==> src/hw/rtl/llkvc_pkg.sv <==
// Shared types and constants for the key-value cache core.
package llkvc_pkg;

   localparam int KeyW   = 64;
   localparam int ValW   = 32;
   localparam int CntW   = 32;
   localparam int ModeW  = 2;
   localparam int CapW   = 6;
   localparam int ReqW   = 104;
   localparam int RspW   = 104;

   localparam logic [ModeW-1:0] ModeOff = 2'd0;
   localparam logic [ModeW-1:0] ModeLru = 2'd1;
   localparam logic [ModeW-1:0] ModeLfu = 2'd2;

   localparam logic CsrPolicy   = 1'b0;
   localparam logic CsrCapacity = 1'b1;

   localparam logic CmdLookup = 1'b0;
   localparam logic CmdInsert = 1'b1;

   // One queued item, passed from front end to back end.
   typedef struct packed {
      logic            command;
      logic [KeyW-1:0] lookup_key;
      logic [ValW-1:0] new_value;
   } item_type;

   typedef enum logic [1:0] {
      ST_IDLE,
      ST_APPLY,
      ST_HOLD
   } back_state_type;

   function automatic logic [CntW-1:0] sat_inc(input logic [CntW-1:0] v);
      logic [CntW-1:0] r;
      r = (v == {CntW{1'b1}}) ? v : v + 1'b1;
      return r;
   endfunction

endpackage

==> src/hw/rtl/llkvc_front.sv <==
// Front end: two-entry item queue between the request port and the back end.
module llkvc_front (
   input  logic                  clock,
   input  logic                  reset,
   input  logic                  req_tvalid,
   output logic                  req_tready,
   input  logic [llkvc_pkg::ReqW-1:0] req_tdata,
   output logic                  q_valid,
   output llkvc_pkg::item_type   q_item,
   input  logic                  q_pop
);
   import llkvc_pkg::*;

   item_type   buf_ff [2];
   item_type   buf_in;
   logic       rd_ff, rd_in, wr_ff, wr_in;
   logic [1:0] cnt_ff, cnt_in;
   logic       push;

   assign req_tready = (cnt_ff != 2'd2);
   assign push       = req_tvalid && req_tready;
   assign q_valid    = (cnt_ff != 2'd0);
   assign q_item     = buf_ff[rd_ff];

   always_comb begin
      buf_in.command    = req_tdata[0];
      buf_in.lookup_key = req_tdata[KeyW:1];
      buf_in.new_value  = req_tdata[KeyW+ValW:KeyW+1];
      wr_in  = push ? ~wr_ff : wr_ff;
      rd_in  = (q_pop && q_valid) ? ~rd_ff : rd_ff;
      cnt_in = cnt_ff + {1'b0, push} - {1'b0, q_pop && q_valid};
   end

   always_ff @(posedge clock) begin
      if (reset) begin
         rd_ff  <= 1'b0;
         wr_ff  <= 1'b0;
         cnt_ff <= 2'd0;
      end else begin
         rd_ff  <= rd_in;
         wr_ff  <= wr_in;
         cnt_ff <= cnt_in;
      end
   end

   always_ff @(posedge clock) begin
      if (push) begin
         buf_ff[wr_ff] <= buf_in;
      end
   end

   assert property (@(posedge clock) disable iff (reset) cnt_ff != 2'd3)
      else $error("queue count out of range");
   assert property (@(posedge clock) disable iff (reset)
      (cnt_ff == 2'd2 && !(q_pop && q_valid)) |=> cnt_ff == 2'd2)
      else $error("full queue lost an item");
   assert property (@(posedge clock) disable iff (reset)
      (cnt_ff == 2'd0 && !push) |=> !q_valid)
      else $error("queue produced an item from nothing");

endmodule

==> config.mk <==
export PLATFORM = sky130hd
export DESIGN_NAME = llkvc_front
export DESIGN_NICKNAME = d
export VERILOG_FILES = /design/src/hw/rtl/llkvc_pkg.sv /design/src/hw/rtl/llkvc_front.sv
export SDC_FILE = /design/constraint.sdc
export NUM_CORES = 1
export LEC_CHECK = 0
export BUFFER_PORTS_ARGS = -buffer_cell sky130_fd_sc_hd__buf_4
export CAP_MARGIN = 20
export CORE_ASPECT_RATIO = 1.5
export CORE_MARGIN = 1
export CORE_UTILIZATION = 33
export CTS_BUF_LIST = sky130_fd_sc_hd__clkbuf_4
export DETAILED_ROUTE_END_ITERATION = 10
export MAX_ROUTING_LAYER = met4
export SLEW_MARGIN = 10
export SYNTH_ARGS = -nofsm -noshare
export SYNTH_HDL_FRONTEND = slang
export SYNTH_SLANG_ARGS = --single-unit
==> constraint.sdc <==
create_clock -name clock -period 7.5 [get_ports clock]
set_input_delay 1.125 -clock clock [delete_from_list [all_inputs] [get_ports clock]]
set_output_delay 1.125 -clock clock [all_outputs]
set_load 0.01 [all_outputs]
==> results.json <==
{
  "syn_area_um2": 7340,
  "setup_viol": 0,
  "synth_cells": 326,
  "multi_input_area_um2": 1340,
  "grt-ovfl-total": 0,
  "max_cap_viol_count": 0,
  "fp.dieW_um": 124,
  "crit_top_cell": "buf_4",
  "grt_pass1_vias": 4054,
  "drtIter0Drc": 182,
  "drc": 0,
  "drive_gt1_frac": 0.611,
  "cts.path.max_buffers": 2,
  "critPathCaptureType": "output pin",
  "wirelength_mm": 13.8,
  "outcome": "completed",
  "dr.pass1.iters": 4,
  "cp_slowest_cell": "dfxtp_4",
  "critPathMaxFanout": 52,
  "nNetsFinal": 647,
  "fp.dieH_um": 185,
  "crit_arrival_ns": 2.74,
  "yosys.area.top_type": "edfxtp_1",
  "antenna_found_initial": 1,
  "p_leak_nw": 3.49,
  "relSlewSlack": 0.450,
  "ios": 207,
  "vias": 3671,
  "fin_worst_skew_ns": 0.0247,
  "worstSetupPathType": "flop to output pin",
  "hp-class": "flop to flop",
  "post-cts-setup-buffers": 0,
  "period_share": 0.516,
  "clk_latency_ns": 0.59,
  "power.density_nw_per_um2": 297,
  "cts_tree": "done",
  "postCtsHoldBufs": 0,
  "avgSynthCellArea_um2": 22.5,
  "postRouteAntennaNets": 0,
  "r2r_slack_ns": 5.21,
  "dieArea_um2": 22900,
  "final.hold.worst_slack_ns": 0.550,
  "seq_area_um2": 5930,
  "clk_pin_slew_ns": 0.15,
  "synthTopCellsByArea": "edfxtp_1 79%, mux2_2 10%, mux2_4 6.1%",
  "grt_usage": 0.130,
  "tightest_slew_ns": 0.824,
  "via_per_inst": 4.46,
  "yosysTopAreaCellShare": 0.793,
  "cp.required_ns": 6.38,
  "syn_nets": 436,
  "grt_max_degree": 53,
  "wl_per_cell_um": 16.8,
  "tns_ns": 0,
  "gp_congestion": 0.686,
  "rsz0062_at_grt": "false",
  "startpoint_type": "flop",
  "cts_buffers": 17,
  "syn_to_final_growth_pct": 28.0,
  "fin_crit_ns": 3.87,
  "post_cts_resized": 0,
  "hold_viol": 0,
  "initial_core_util": 0.338,
  "clkSinkCount": 199,
  "yosysUniqueCellTypes": 17,
  "irDropWorstVdd_mv": 0.186,
  "htreeDepth": 4,
  "synth_seq_cells": 199,
  "ys_warn_count": 0,
  "slowest_delay_ns": 0.78,
  "row_count": 66,
  "max_freq_mhz": 259,
  "port_buffers": 199,
  "final_max_slew_viol_count": 0,
  "worstPathCellList": "buf_4 > mux2_2 > buf_4",
  "clockRootBuffer": "clkbuf_4",
  "seq_area_frac_synth": 0.807,
  "grt_pass1_wl_mm": 20.7,
  "n_fill_cell": 1978,
  "hpwl_mm": 9.32,
  "core_um2": 21700
}
==> sequential cells by signal (all words and copies together) (netlist names), named ones only <==
register / count
buf_ff: 194
cnt_ff: 2
rd_ff: 1
wr_ff: 1
==> metrics by stage <==
stage	utilization	worst slack [ns]	total power [mW]	cell area [um2]	instances
global placement	0.421	4.24	2.28	9140	790
CTS	0.433	3.48	2.84	9400	822
finish	0.433	3.63	2.79	9400	823
floorplan	-	1.70	1.95	7340	326
global route	0.433	3.38	2.94	9400	823
detailed placement	0.421	4.18	2.31	9140	790
==> cells in the final DEF (no fill, tap or decap) <==
cell type / n
edfxtp_1: 194
or2_2: 1
nand2_1: 1
nor2b_1: 2
clkinv_2: 2
inv_6: 3
nor2_1: 4
dfxtp_4: 1
o21a_1: 1
clkinvlp_4: 4
clkinv_4: 3
xor2_1: 1
nor2_4: 1
buf_4: 203
clkbuf_4: 18
ha_1: 2
nand2b_1: 1
clkinv_1: 1
mux2_4: 30
mux2_2: 68
and3_4: 1
diode_2: 1
dfxtp_1: 4
xnor2_1: 2
bufinv_16: 1
inv_1: 1
==> path summary, 6_finish.rpt <==
path / from / cells past startpoint / to
hold / removal: rd_ff / 2 / rd_ff
setup / recovery: flop / 3 / q_item[4]
setup reg to reg: cnt_ff[0] / 3 / buf_ff[1][34]
hold reg to reg: rd_ff / 2 / rd_ff
==> cell type report <==
type	instances	area share
diodes	1	0.000266
clock buffers	18	0.0144
clock inverters	14	0.0134
inverters	1	0.000399
multi-input cells	115	0.143
flip-flops and latches	199	0.631
well taps	272	0.0362
repair buffers	203	0.162
==> power by group <==
group | internal [mW] | leakage (nW) | switching, mW
Combinational | 0.442 | 1.50 | 0.357
Clock | 0.170 | 0.133 | 0.360
Sequential | 1.40 | 1.85 | 0.0665
==> synth_stat cells <==
| cell type | instances |
|---|---|
| edfxtp_1 | 194 |
| mux2_2 | 68 |
| mux2_4 | 30 |
| buf_2 | 6 |
| buf_6 | 5 |
| dfxtp_1 | 5 |
| nor2_1 | 5 |
| ha_1 | 2 |
| nor2b_1 | 2 |
| xnor2_1 | 2 |
| and3_1 | 1 |
| inv_1 | 1 |
| nand2_1 | 1 |
| nand2b_1 | 1 |
| o21a_1 | 1 |
| or2_2 | 1 |
| xor2_1 | 1 |
==> worst max-delay path, delay by kind of cell (launching register included) <==
| kind | cells | cell delay, ns |
|---|---|---|
| DFF | 1 | 0.78 |
| buffers and inverters | 2 | 0.91 |
| muxes | 1 | 0.43 |
==> cell families after synthesis <==
group	after synthesis	share of synthesized area
muxes	98	0.166
DFF	199	0.807
adders and majority gates	2	0.00341
AOI/OAI and AO/OA	1	0.00102
xor gates and xnor gates	3	0.00358
and+or+nand+nor	11	0.00733
buffers and inverters	12	0.0123
==> metal layers <==
layer	vias up	global-route usage	part of all wire
met5	-	-	0
met4	0	0.0569	0.019
met3	17	0.0415	0.054
met2	118	0.235	0.58
met1	1830	0.122	0.35
li1	1706	-	-
(Power assumes the default switching activity.)
